$ cat config.mk
export PLATFORM = sky130hd
export DESIGN_NAME = voice_mixer_pan_volume_core
export DESIGN_NICKNAME = d
export VERILOG_FILES = /design/src/vmpv_pkg.sv /design/src/voice_mixer_pan_volume_core.sv /design/src/vmpv_voice_mem.sv /design/src/vmpv_mac.sv
export VERILOG_INCLUDE_DIRS = /design/src /design/src/src
export SDC_FILE = /design/constraint.sdc
export NUM_CORES = 2
export LEC_CHECK = 0
export BUFFER_PORTS_ARGS = -buffer_cell sky130_fd_sc_hd__buf_2
export CORE_MARGIN = 2
export CORE_UTILIZATION = 55
export DETAILED_ROUTE_END_ITERATION = 8
export PLACE_DENSITY = 0.71
export SLEW_MARGIN = 20
export SYNTH_ARGS = -nofsm -noshare
export SYNTH_HDL_FRONTEND = slang
export SYNTH_SLANG_ARGS = --single-unit
export TNS_END_PERCENT = 30
$ cat constraint.sdc
create_clock -name clk -period 14.7 [get_ports clk]
set_clock_uncertainty 0.05 [all_clocks]
set_input_delay 0.735 -clock clk [delete_from_list [all_inputs] [get_ports clk]]
set_output_delay 0.735 -clock clk [all_outputs]
set_load 0.02 [all_outputs]
$ cat src/voice_mixer_pan_volume_core_assert.svh
// Assertion macros for the voice mixer core.
`ifndef VOICE_MIXER_PAN_VOLUME_CORE_ASSERT_SVH
`define VOICE_MIXER_PAN_VOLUME_CORE_ASSERT_SVH

// Same-cycle implication, held off while in reset.
`define VMPV_ASSERT_IMP(label, clk, rst_n, ante, cons, msg) \
  label: assert property (@(posedge clk) disable iff (!rst_n) (ante) |-> (cons)) \
    else $error(msg);

// Next-cycle implication, held off while in reset.
`define VMPV_ASSERT_NXT(label, clk, rst_n, ante, cons, msg) \
  label: assert property (@(posedge clk) disable iff (!rst_n) (ante) |=> (cons)) \
    else $error(msg);

`endif

$ cat src/vmpv_pkg.sv
package vmpv_pkg;

  // Fixed datapath widths
  localparam int SAMPLE_W   = 16;
  localparam int GAIN_W     = 16;
  localparam int ACC_W      = 44;
  localparam int MUL_A_W    = 33;
  localparam int MUL_B_W    = 18;
  localparam int PROD_W     = 51;
  localparam int FIN_W      = 61;
  localparam int CFG_IDX_W  = 2;
  localparam int CFG_DATA_W = 16;

  // Configuration register indexes
  localparam logic [CFG_IDX_W-1:0] CFG_ENABLE     = 2'd0;
  localparam logic [CFG_IDX_W-1:0] CFG_MASTER_VOL = 2'd1;
  localparam logic [CFG_IDX_W-1:0] CFG_MONO_OUT   = 2'd2;

  localparam logic [GAIN_W-1:0] MASTER_VOL_RST = 16'd4096;

  // Word function codes
  localparam logic FUNC_START  = 1'b0;
  localparam logic FUNC_SAMPLE = 1'b1;

  // Multiplier operand selection
  typedef enum logic [2:0] {
    MUL_SL_GAIN,
    MUL_SR_GAIN,
    MUL_PROD_LG,
    MUL_PROD_RG,
    MUL_ACC_LO_L,
    MUL_ACC_HI_L,
    MUL_ACC_LO_R,
    MUL_ACC_HI_R
  } mul_sel_t;

  typedef enum logic [1:0] {
    ACC_HOLD,
    ACC_ADD_L,
    ACC_ADD_R,
    ACC_CLEAR
  } acc_op_t;

  typedef enum logic [1:0] {
    FIN_HOLD,
    FIN_LOAD_LO,
    FIN_SIDE_L
  } fin_op_t;

  typedef struct packed {
    logic     mul_en;
    mul_sel_t mul_sel;
    acc_op_t  acc_op;
    fin_op_t  fin_op;
  } mac_ctl_t;

  typedef enum logic [3:0] {
    S_IDLE,
    S_READ,
    S_ML1,
    S_ML2,
    S_MR1,
    S_MR2,
    S_ACCR,
    S_FL0,
    S_FL1,
    S_FR0,
    S_FR1,
    S_OUT
  } state_t;

endpackage

$ cat src/voice_mixer_pan_volume_core.sv
// A start word is written straight to the voice store; a sample word for a playing voice runs
//   volume then pan per side on the one 33x18 multiplier, and one for an idle voice skips it.
// A sample word with end_of_frame then adds four master-volume partial products on the same
//   multiplier; the frame word is registered and shows the cycle after.
// Input is taken again while a finished frame word waits on out_ready.
// Reset (synchronous, active low): voices inactive, accumulators zero, enable 0, volume 1.0.
`include "voice_mixer_pan_volume_core_assert.svh"

module voice_mixer_pan_volume_core import vmpv_pkg::*; #(
  parameter int VOICES        = 16,
  parameter int POSITION_BITS = 24
) (
  input  logic                         clk,
  input  logic                         rst_n,
  input  logic                         in_valid,
  output logic                         in_ready,
  input  logic                         in_func,
  input  logic [3:0]                   in_slot,
  input  logic [23:0]                  in_voice_length,
  input  logic [GAIN_W-1:0]            in_voice_volume,
  input  logic signed [SAMPLE_W-1:0]   in_voice_pan,
  input  logic                         in_voice_is_mono,
  input  logic signed [SAMPLE_W-1:0]   in_sample_left,
  input  logic signed [SAMPLE_W-1:0]   in_sample_right,
  input  logic                         in_end_of_frame,
  output logic                         out_valid,
  input  logic                         out_ready,
  output logic signed [SAMPLE_W-1:0]   out_left,
  output logic signed [SAMPLE_W-1:0]   out_right,
  input  logic                         cfg_we,
  input  logic [CFG_IDX_W-1:0]         cfg_index,
  input  logic [CFG_DATA_W-1:0]        cfg_data
);

  localparam int IDX_W   = (VOICES > 1) ? $clog2(VOICES) : 1;
  localparam int REC_W   = 2 * POSITION_BITS + 2 * SAMPLE_W + 1;
  localparam int FRM_TOP = REC_W - 1;
  localparam int POS_TOP = REC_W - POSITION_BITS - 1;
  localparam int GAIN_LO = SAMPLE_W + 1;

  state_t state_r, state_nxt;

  logic                       enable_r, mono_out_r;
  logic [GAIN_W-1:0]          master_vol_r;
  logic                       slot_ok_r, eof_r;
  logic [IDX_W-1:0]           idx_r;
  logic signed [SAMPLE_W-1:0] samp_l_r, samp_r_r;
  logic                       out_valid_r;
  logic signed [SAMPLE_W-1:0] out_left_r, out_right_r;

  logic                       in_acc, slot_ok_in, start_wr, sample_rd;
  logic [IDX_W-1:0]           in_idx;
  logic [31:0]                len_ext;
  logic [POSITION_BITS-1:0]   start_frames;

  logic                       mem_wr_en, mem_wr_active, mem_rd_en, rd_active;
  logic [IDX_W-1:0]           mem_wr_idx;
  logic [REC_W-1:0]           mem_wr_rec, rd_rec;
  logic [POSITION_BITS-1:0]   rd_frames, rd_pos, pos_inc;
  logic [GAIN_W-1:0]          rd_gain;
  logic signed [SAMPLE_W-1:0] rd_pan;
  logic                       rd_mono, pos_live, voice_go, voice_expire;

  mac_ctl_t                   mac_ctl;
  logic signed [SAMPLE_W-1:0] side_l, side_r, mono_mix;
  logic signed [SAMPLE_W:0]   side_sum;
  logic                       out_free, out_load;

  // Input word decode
  assign in_acc       = in_valid && in_ready;
  assign slot_ok_in   = 32'(in_slot) < 32'(VOICES);
  assign in_idx       = IDX_W'(in_slot);
  assign len_ext      = 32'(in_voice_length);
  assign start_frames = len_ext[POSITION_BITS-1:0];
  assign start_wr     = in_acc && enable_r && (in_func == FUNC_START) && slot_ok_in;
  assign sample_rd    = in_acc && enable_r && (in_func == FUNC_SAMPLE);

  // Voice record fields
  assign rd_frames    = rd_rec[FRM_TOP -: POSITION_BITS];
  assign rd_pos       = rd_rec[POS_TOP -: POSITION_BITS];
  assign rd_gain      = rd_rec[GAIN_LO +: GAIN_W];
  assign rd_pan       = $signed(rd_rec[1 +: SAMPLE_W]);
  assign rd_mono      = rd_rec[0];
  assign pos_live     = rd_pos < rd_frames;
  assign voice_go     = slot_ok_r && rd_active && pos_live;
  assign voice_expire = slot_ok_r && rd_active && !pos_live;
  assign pos_inc      = rd_pos + POSITION_BITS'(1);

  // Configuration registers
  always_ff @(posedge clk) begin
    if (!rst_n) begin
      enable_r     <= 1'b0;
      master_vol_r <= MASTER_VOL_RST;
      mono_out_r   <= 1'b0;
    end else if (cfg_we) begin
      unique case (cfg_index)
        CFG_ENABLE:     enable_r     <= cfg_data[0];
        CFG_MASTER_VOL: master_vol_r <= cfg_data[GAIN_W-1:0];
        CFG_MONO_OUT:   mono_out_r   <= cfg_data[0];
        default:        ;
      endcase
    end
  end

  // Sample word capture
  always_ff @(posedge clk) begin
    if (sample_rd) begin
      samp_l_r  <= in_sample_left;
      samp_r_r  <= in_sample_right;
      eof_r     <= in_end_of_frame;
      slot_ok_r <= slot_ok_in;
      idx_r     <= in_idx;
    end
  end

  // Sequencer state register
  always_ff @(posedge clk) begin
    if (!rst_n) begin
      state_r <= S_IDLE;
    end else begin
      state_r <= state_nxt;
    end
  end

  // Next state
  always_comb begin
    state_nxt = state_r;
    unique case (state_r)
      S_IDLE: if (sample_rd) state_nxt = S_READ;
      S_READ: begin
        if (voice_go) begin
          state_nxt = S_ML1;
        end else if (eof_r) begin
          state_nxt = S_FL0;
        end else begin
          state_nxt = S_IDLE;
        end
      end
      S_ML1:  state_nxt = S_ML2;
      S_ML2:  state_nxt = S_MR1;
      S_MR1:  state_nxt = S_MR2;
      S_MR2:  state_nxt = S_ACCR;
      S_ACCR: state_nxt = eof_r ? S_FL0 : S_IDLE;
      S_FL0:  state_nxt = S_FL1;
      S_FL1:  state_nxt = S_FR0;
      S_FR0:  state_nxt = S_FR1;
      S_FR1:  state_nxt = S_OUT;
      S_OUT:  if (out_free) state_nxt = S_IDLE;
      default: state_nxt = S_IDLE;
    endcase
  end

  assign out_free = !out_valid_r || out_ready;

  // Sequencer outputs: datapath control and voice store writes
  always_comb begin
    mac_ctl       = '{mul_en: 1'b0, mul_sel: MUL_SL_GAIN, acc_op: ACC_HOLD, fin_op: FIN_HOLD};
    mem_wr_en     = 1'b0;
    mem_wr_idx    = idx_r;
    mem_wr_rec    = rd_rec;
    mem_wr_active = 1'b0;
    out_load      = 1'b0;
    in_ready      = 1'b0;
    unique case (state_r)
      S_IDLE: begin
        in_ready      = 1'b1;
        mem_wr_en     = start_wr;
        mem_wr_idx    = in_idx;
        mem_wr_rec    = {start_frames, {POSITION_BITS{1'b0}}, in_voice_volume,
                         in_voice_pan, in_voice_is_mono};
        mem_wr_active = start_frames != '0;
      end
      S_READ: begin
        // a voice already at its length only drops out
        mem_wr_en = voice_expire;
      end
      S_ML1: begin
        mac_ctl.mul_en  = 1'b1;
        mac_ctl.mul_sel = MUL_SL_GAIN;
      end
      S_ML2: begin
        mac_ctl.mul_en  = 1'b1;
        mac_ctl.mul_sel = MUL_PROD_LG;
      end
      S_MR1: begin
        mac_ctl.mul_en  = 1'b1;
        mac_ctl.mul_sel = MUL_SR_GAIN;
        mac_ctl.acc_op  = ACC_ADD_L;
      end
      S_MR2: begin
        mac_ctl.mul_en  = 1'b1;
        mac_ctl.mul_sel = MUL_PROD_RG;
      end
      S_ACCR: begin
        mac_ctl.acc_op = ACC_ADD_R;
        mem_wr_en      = 1'b1;
        mem_wr_rec     = {rd_frames, pos_inc, rd_gain, rd_pan, rd_mono};
        mem_wr_active  = (pos_inc != '0) && (pos_inc < rd_frames);
      end
      S_FL0: begin
        mac_ctl.mul_en  = 1'b1;
        mac_ctl.mul_sel = MUL_ACC_LO_L;
      end
      S_FL1: begin
        mac_ctl.mul_en  = 1'b1;
        mac_ctl.mul_sel = MUL_ACC_HI_L;
        mac_ctl.fin_op  = FIN_LOAD_LO;
      end
      S_FR0: begin
        mac_ctl.mul_en  = 1'b1;
        mac_ctl.mul_sel = MUL_ACC_LO_R;
        mac_ctl.fin_op  = FIN_SIDE_L;
      end
      S_FR1: begin
        mac_ctl.mul_en  = 1'b1;
        mac_ctl.mul_sel = MUL_ACC_HI_R;
        mac_ctl.fin_op  = FIN_LOAD_LO;
      end
      S_OUT: begin
        if (out_free) begin
          out_load       = 1'b1;
          mac_ctl.acc_op = ACC_CLEAR;
        end
      end
      default: ;
    endcase
  end

  assign mem_rd_en = sample_rd;

  vmpv_voice_mem #(
    .VOICES (VOICES),
    .IDX_W  (IDX_W),
    .REC_W  (REC_W)
  ) u_voice_mem (
    .clk       (clk),
    .rst_n     (rst_n),
    .wr_en     (mem_wr_en),
    .wr_idx    (mem_wr_idx),
    .wr_rec    (mem_wr_rec),
    .wr_active (mem_wr_active),
    .rd_en     (mem_rd_en),
    .rd_idx    (in_idx),
    .rd_rec    (rd_rec),
    .rd_active (rd_active)
  );

  vmpv_mac u_mac (
    .clk        (clk),
    .rst_n      (rst_n),
    .ctl        (mac_ctl),
    .sample_l   (samp_l_r),
    .sample_r   (samp_r_r),
    .mono       (rd_mono),
    .gain       (rd_gain),
    .pan        (rd_pan),
    .master_vol (master_vol_r),
    .side_l     (side_l),
    .side_r     (side_r)
  );

  // Mono mix: floor of the mean of both sides
  assign side_sum = (SAMPLE_W+1)'(side_l) + (SAMPLE_W+1)'(side_r);
  assign mono_mix = side_sum[SAMPLE_W:1];

  // Output word register
  always_ff @(posedge clk) begin
    if (!rst_n) begin
      out_valid_r <= 1'b0;
    end else if (out_load) begin
      out_valid_r <= 1'b1;
    end else if (out_ready) begin
      out_valid_r <= 1'b0;
    end
  end

  always_ff @(posedge clk) begin
    if (out_load) begin
      out_left_r  <= mono_out_r ? mono_mix : side_l;
      out_right_r <= mono_out_r ? mono_mix : side_r;
    end
  end

  assign out_valid = out_valid_r;
  assign out_left  = out_left_r;
  assign out_right = out_right_r;

  // Checks
  `VMPV_ASSERT_IMP(a_mem_port_excl, clk, rst_n, mem_wr_en, !mem_rd_en, "voice store written and read together")
  `VMPV_ASSERT_IMP(a_out_from_finish, clk, rst_n, $rose(out_valid_r), $past(state_r) == S_OUT, "frame word loaded outside finish")
  `VMPV_ASSERT_NXT(a_disabled_drop, clk, rst_n, in_acc && !enable_r, state_r == S_IDLE, "word worked on while disabled")
  `VMPV_ASSERT_IMP(a_writeback, clk, rst_n, state_r == S_ACCR, mem_wr_en && !in_ready, "voice position not written back")

endmodule

$ cat src/vmpv_voice_mem.sv
module vmpv_voice_mem import vmpv_pkg::*; #(
  parameter int VOICES = 16,
  parameter int IDX_W  = 4,
  parameter int REC_W  = 81
) (
  input  logic             clk,
  input  logic             rst_n,
  input  logic             wr_en,
  input  logic [IDX_W-1:0] wr_idx,
  input  logic [REC_W-1:0] wr_rec,
  input  logic             wr_active,
  input  logic             rd_en,
  input  logic [IDX_W-1:0] rd_idx,
  output logic [REC_W-1:0] rd_rec,
  output logic             rd_active
);

  logic [REC_W-1:0] rec_mem [VOICES];
  logic [REC_W-1:0] rd_rec_r;
  logic [VOICES-1:0] active_r;
  logic              rd_active_r;

  // Voice record store, one write and one registered read a cycle
  always_ff @(posedge clk) begin
    if (wr_en) begin
      rec_mem[wr_idx] <= wr_rec;
    end
    if (rd_en) begin
      rd_rec_r <= rec_mem[rd_idx];
    end
  end

  // Active flags live in flops so reset clears them at once
  always_ff @(posedge clk) begin
    if (!rst_n) begin
      active_r    <= '0;
      rd_active_r <= 1'b0;
    end else begin
      if (wr_en) begin
        active_r[wr_idx] <= wr_active;
      end
      if (rd_en) begin
        rd_active_r <= active_r[rd_idx];
      end
    end
  end

  assign rd_rec    = rd_rec_r;
  assign rd_active = rd_active_r;

endmodule

$ cat src/vmpv_mac.sv
module vmpv_mac import vmpv_pkg::*; (
  input  logic                       clk,
  input  logic                       rst_n,
  input  mac_ctl_t                   ctl,
  input  logic signed [SAMPLE_W-1:0] sample_l,
  input  logic signed [SAMPLE_W-1:0] sample_r,
  input  logic                       mono,
  input  logic        [GAIN_W-1:0]   gain,
  input  logic signed [SAMPLE_W-1:0] pan,
  input  logic        [GAIN_W-1:0]   master_vol,
  output logic signed [SAMPLE_W-1:0] side_l,
  output logic signed [SAMPLE_W-1:0] side_r
);

  localparam int ACC_SPLIT = 22;
  localparam int Q15_SHIFT = 15;
  localparam int FIN_SHIFT = 24;
  localparam int CON_W     = PROD_W - Q15_SHIFT;
  localparam int SV_W      = FIN_W - FIN_SHIFT;

  localparam logic signed [PROD_W-1:0]  PROD_ROUND = PROD_W'(1) << (Q15_SHIFT - 1);
  localparam logic signed [FIN_W-1:0]   FIN_ROUND  = FIN_W'(1) << (FIN_SHIFT - 1);
  localparam logic signed [MUL_B_W-1:0] UNITY_GAIN = MUL_B_W'(32768);
  localparam logic signed [SV_W-1:0]    SIDE_MAX   = SV_W'(32767);
  localparam logic signed [SV_W-1:0]    SIDE_MIN   = SV_W'(-32768);

  logic signed [MUL_A_W-1:0]  mul_a;
  logic signed [MUL_B_W-1:0]  mul_b;
  logic signed [PROD_W-1:0]   prod_r, prod_nxt;
  logic signed [MUL_B_W-1:0]  pan_x, gain_b, lg_b, rg_b, mv_b;
  logic signed [SAMPLE_W-1:0] sr_eff;
  logic signed [ACC_W-1:0]    acc_l_r, acc_r_r, acc_l_nxt, acc_r_nxt, acc_sel;
  logic signed [ACC_W:0]      acc_sum;
  logic signed [PROD_W-1:0]   prod_rnd;
  logic signed [CON_W-1:0]    contrib;
  logic signed [FIN_W-1:0]    fin_r, fin_lo_nxt, fin_total;
  logic signed [SV_W-1:0]     side_v;
  logic signed [SAMPLE_W-1:0] side_l_r, side_sat;

  function automatic logic signed [ACC_W-1:0] sat_acc(input logic signed [ACC_W:0] v);
    if (v[ACC_W] != v[ACC_W-1]) begin
      sat_acc = v[ACC_W] ? {1'b1, {(ACC_W-1){1'b0}}} : {1'b0, {(ACC_W-1){1'b1}}};
    end else begin
      sat_acc = v[ACC_W-1:0];
    end
  endfunction

  // Pan gains: left attenuated for right pan, right for left pan
  assign pan_x  = MUL_B_W'(pan);
  assign gain_b = $signed({2'b00, gain});
  assign mv_b   = $signed({2'b00, master_vol});
  assign lg_b   = (pan > 0) ? (UNITY_GAIN - pan_x) : UNITY_GAIN;
  assign rg_b   = (pan < 0) ? (UNITY_GAIN + pan_x) : UNITY_GAIN;
  assign sr_eff = mono ? sample_l : sample_r;

  // Shared multiplier operand mux
  always_comb begin
    unique case (ctl.mul_sel)
      MUL_SL_GAIN: begin
        mul_a = MUL_A_W'(sample_l);
        mul_b = gain_b;
      end
      MUL_SR_GAIN: begin
        mul_a = MUL_A_W'(sr_eff);
        mul_b = gain_b;
      end
      MUL_PROD_LG: begin
        mul_a = $signed(prod_r[MUL_A_W-1:0]);
        mul_b = lg_b;
      end
      MUL_PROD_RG: begin
        mul_a = $signed(prod_r[MUL_A_W-1:0]);
        mul_b = rg_b;
      end
      MUL_ACC_LO_L: begin
        mul_a = $signed(MUL_A_W'(acc_l_r[ACC_SPLIT-1:0]));
        mul_b = mv_b;
      end
      MUL_ACC_HI_L: begin
        mul_a = MUL_A_W'($signed(acc_l_r[ACC_W-1:ACC_SPLIT]));
        mul_b = mv_b;
      end
      MUL_ACC_LO_R: begin
        mul_a = $signed(MUL_A_W'(acc_r_r[ACC_SPLIT-1:0]));
        mul_b = mv_b;
      end
      MUL_ACC_HI_R: begin
        mul_a = MUL_A_W'($signed(acc_r_r[ACC_W-1:ACC_SPLIT]));
        mul_b = mv_b;
      end
      default: begin
        mul_a = '0;
        mul_b = '0;
      end
    endcase
  end

  assign prod_nxt = PROD_W'(mul_a) * PROD_W'(mul_b);

  always_ff @(posedge clk) begin
    if (ctl.mul_en) begin
      prod_r <= prod_nxt;
    end
  end

  // Pan product back to Q.27, rounded half up, then saturating add
  assign prod_rnd = prod_r + PROD_ROUND;
  assign contrib  = prod_rnd[PROD_W-1:Q15_SHIFT];
  assign acc_sel  = (ctl.acc_op == ACC_ADD_R) ? acc_r_r : acc_l_r;
  assign acc_sum  = (ACC_W+1)'(acc_sel) + (ACC_W+1)'(contrib);

  always_comb begin
    acc_l_nxt = acc_l_r;
    acc_r_nxt = acc_r_r;
    unique case (ctl.acc_op)
      ACC_HOLD:  ;
      ACC_ADD_L: acc_l_nxt = sat_acc(acc_sum);
      ACC_ADD_R: acc_r_nxt = sat_acc(acc_sum);
      ACC_CLEAR: begin
        acc_l_nxt = '0;
        acc_r_nxt = '0;
      end
      default: ;
    endcase
  end

  always_ff @(posedge clk) begin
    if (!rst_n) begin
      acc_l_r <= '0;
      acc_r_r <= '0;
    end else begin
      acc_l_r <= acc_l_nxt;
      acc_r_r <= acc_r_nxt;
    end
  end

  // Master volume: low partial product plus rounding, then high one shifted in
  assign fin_lo_nxt = FIN_W'(prod_r) + FIN_ROUND;
  assign fin_total  = fin_r + (FIN_W'(prod_r) <<< ACC_SPLIT);
  assign side_v     = $signed(fin_total[FIN_W-1:FIN_SHIFT]);

  always_comb begin
    if (side_v > SIDE_MAX) begin
      side_sat = SIDE_MAX[SAMPLE_W-1:0];
    end else if (side_v < SIDE_MIN) begin
      side_sat = SIDE_MIN[SAMPLE_W-1:0];
    end else begin
      side_sat = side_v[SAMPLE_W-1:0];
    end
  end

  always_ff @(posedge clk) begin
    unique case (ctl.fin_op)
      FIN_HOLD:    ;
      FIN_LOAD_LO: fin_r <= fin_lo_nxt;
      FIN_SIDE_L:  side_l_r <= side_sat;
      default:     ;
    endcase
  end

  assign side_l = side_l_r;
  assign side_r = side_sat;

endmodule

==> out/qor.yml <==
outcome:
  outcome: "complete, no violations"
clock_tree:
  post_cts_buffers: 0
  cts_max_level: 4
  cts_buffer_depth: 3
  cts_tree: "built"
  clock-sinks: 1671
  cts_buffers: 167
  cts_root_buffer: "clkbuf_16"
  clkTransAtPathRegs_ps: 60
  clk_latency_ps: 850
timing:
  worstMarginPinSlew_ps: 1130
  finalCritPeriodShare_pct: 72.8
  relSlewSlack_pct: 24.4
  setup_viol: 0
  fmax_mhz: 93.4
  tns_ps: 0
  hold_violations: 0
  grt_setup_unrepaired: "false"
  min_period_ps: 10710
  slew_viol_final: 0
yosys:
  synth.distinct_cells: 97
  synth_area_leaders: "edfxtp_1, fa_1, mux4_2, ha_1, nand2_1"
  async_reset_ff_share_pct: 0
  ys_warn_count: 0
  synth.largest_area_cell: "edfxtp_1"
  synth_edf_count: 1543
  ys_ff_latch: 1671
  synthFlopType: "edfxtp_1"
  postSynthAreaPerCell_um2: 13.5
  yosysSeqAreaShare_pct: 52.7
  synth_area_mm2: 0.0927
  yosysTopAreaCellShare_pct: 50.0
  syn_inst: 6895
flow_run:
  cap_viol_max_count: 0
global_route:
  grt_max_degree: 116
  antenna_found_initial: 3
  grt_first_pass_wirelength_um: 390000
  overflow: 0
  first_global_vias: 60978
  grt_usage_pct: 30.7
cells_and_area:
  synthToLayoutAreaGrowth_pct: 10.1
  drive_gt1_share_pct: 14.6
  nNetsFinal: 8060
floorplan:
  fp.dieW_um: 415
  io_pins: 152
  start_util_pct: 55.4
  core.rowCount: 150
  coreArea_mm2: 0.167
  design.die.area_mm2: 0.172
  dieHeight_um: 415
critical_path:
  worst_path_max_delay_cell: "a2111oi_0"
  cp_top_family: "compound AO/OA/AOI/OAI gates"
  cp_num_buf_inv: 6
  crit_required_ps: 15200
  setup.worst_path.start_class: "flop"
  end_kind: "flop"
  crit_type: "reg -> reg"
  crit_path_max_incr_delay_ps: 610
  critPathMaxFanout: 33
  arrival_ps: 11210
place:
  dpl.hpwl_um: 165000
  gp_congestion: 0.980
  port_buffers: 151
route:
  ant_nets: 0
  postRouteWirelength_um: 262000
  num_vias: 59560
  post_drt_wl_per_cell_um: 27.8
  drc: 0
  dr.pass1.iters: 6
  drt_iter0_drc: 6925
  viasPerCell: 6.31
worst_hold_path:
  hold_class: "in -> reg"
metrics by stage:
| step | utilization [%] | area [um^2] | hold WS, ps | setup WS (ps) | std cells |
|---|---|---|---|---|---|
| 2_1_floorplan | - | 92900 | 382 | 5390 | 6927 |
| 3_3_place_gp | 57.7 | 96700 | 395 | 4240 | 9136 |
| 3_5_place_dp | 57.7 | 96700 | 399 | 4140 | 9136 |
| 4_1_cts | 61.0 | 102000 | 1.65 | 4100 | 9444 |
| 5_1_grt | 61.0 | 102000 | 16.8 | 3390 | 9444 |
| 6_report | 61.0 | 102000 | 50.7 | 3990 | 9445 |
placed cells by master, fill, tap and decap left out, types with 34 or more instances in the layout:
master / n
edfxtp_1: 1543
nand2_1: 871
inv_1: 739
fa_1: 537
nor2_1: 432
mux4_2: 410
ha_1: 303
o21ai_0: 220
a21oi_1: 202
clkbuf_16: 167
buf_2: 148
buf_4: 144
xnor2_1: 130
dfxtp_1: 127
a21o_1: 105
nand3_1: 84
xor2_1: 83
nor3_1: 81
mux2i_1: 59
and3_1: 46
clkinv_1: 44
o21a_1: 38
clkbuf_1: 36
nor2b_1: 35
conb_1: 34
cell families after synthesis:
family / synth area share [%]
multiplexers: 10.9
XOR/XNOR: 2.01
adder cells (fa/ha/maj): 15.7
AO/OA/AOI/OAI: 6.37
buffers and inverters: 4.26
AND/OR/NAND/NOR: 8.07
other: 0.00810
flip-flops: 52.7
cell usage after synthesis, types with 91 or more instances:
cell type / n
a21o_1: 105
ha_1: 303
nor3_1: 91
a21oi_1: 204
dfxtp_1: 128
fa_1: 537
o21ai_0: 227
xnor2_1: 130
inv_1: 750
edfxtp_1: 1543
clkbuf_1: 240
mux4_2: 410
nand2_1: 872
nor2_1: 440
sequential cells by signal (all words and copies together), names as in the netlist, 30 cells and up:
signal	cells
u_mac.acc_l_r	44
u_mac.prod_r	51
u_mac.acc_r_r	44
u_voice_mem.rd_rec	81
u_mac.fin_r	30
u_voice_mem.rec_mem	1296
path summary, 6_finish.rpt:
kind                                        start                            to  slack (ps)  depth (start not counted)
hold reg to reg      master_vol_r[2]$_SDFFE_PN0P_  master_vol_r[2]$_SDFFE_PN0P_         400                          2
setup reg to reg  u_voice_mem.rd_rec[1]$_DFFE_PP_    u_mac.prod_r[49]$_DFFE_PN_        3990                         35
hold / removal                in_sample_right[15]        samp_r_r[15]$_DFFE_PP_          50                          1
setup / recovery  u_voice_mem.rd_rec[1]$_DFFE_PP_    u_mac.prod_r[49]$_DFFE_PN_        3990                         35
layer usage:
| layer | up-vias | global-route usage, % | part of all wire (%) |
|---|---|---|---|
| li1 | 25158 | - | - |
| met1 | 30376 | 37.9 | 36 |
| met2 | 3267 | 50.8 | 49 |
| met3 | 757 | 5.62 | 8.5 |
| met4 | 2 | 18.1 | 6.9 |
| met5 | - | 0 | 0.0050 |
repair_timing:
item,in CTS,in global routing
hold buffers,1,0
endpoints found under the setup margin,0,0
hold endpoints to repair,1,0
resized for setup,0,0
final cells by class:
class	count	area, um^2
inverter	752	2880
sequential	1671	48900
multi-input combinational	4210	40200
clock inverter	102	1030
timing repair buffer	300	1940
antenna	1	2.50
tap	2204	2760
clock buffer	205	4340
fill	12629	65300
Power is not shown: default switching activity piles up to over one toggle a cycle in this logic, so the estimate is an artifact.
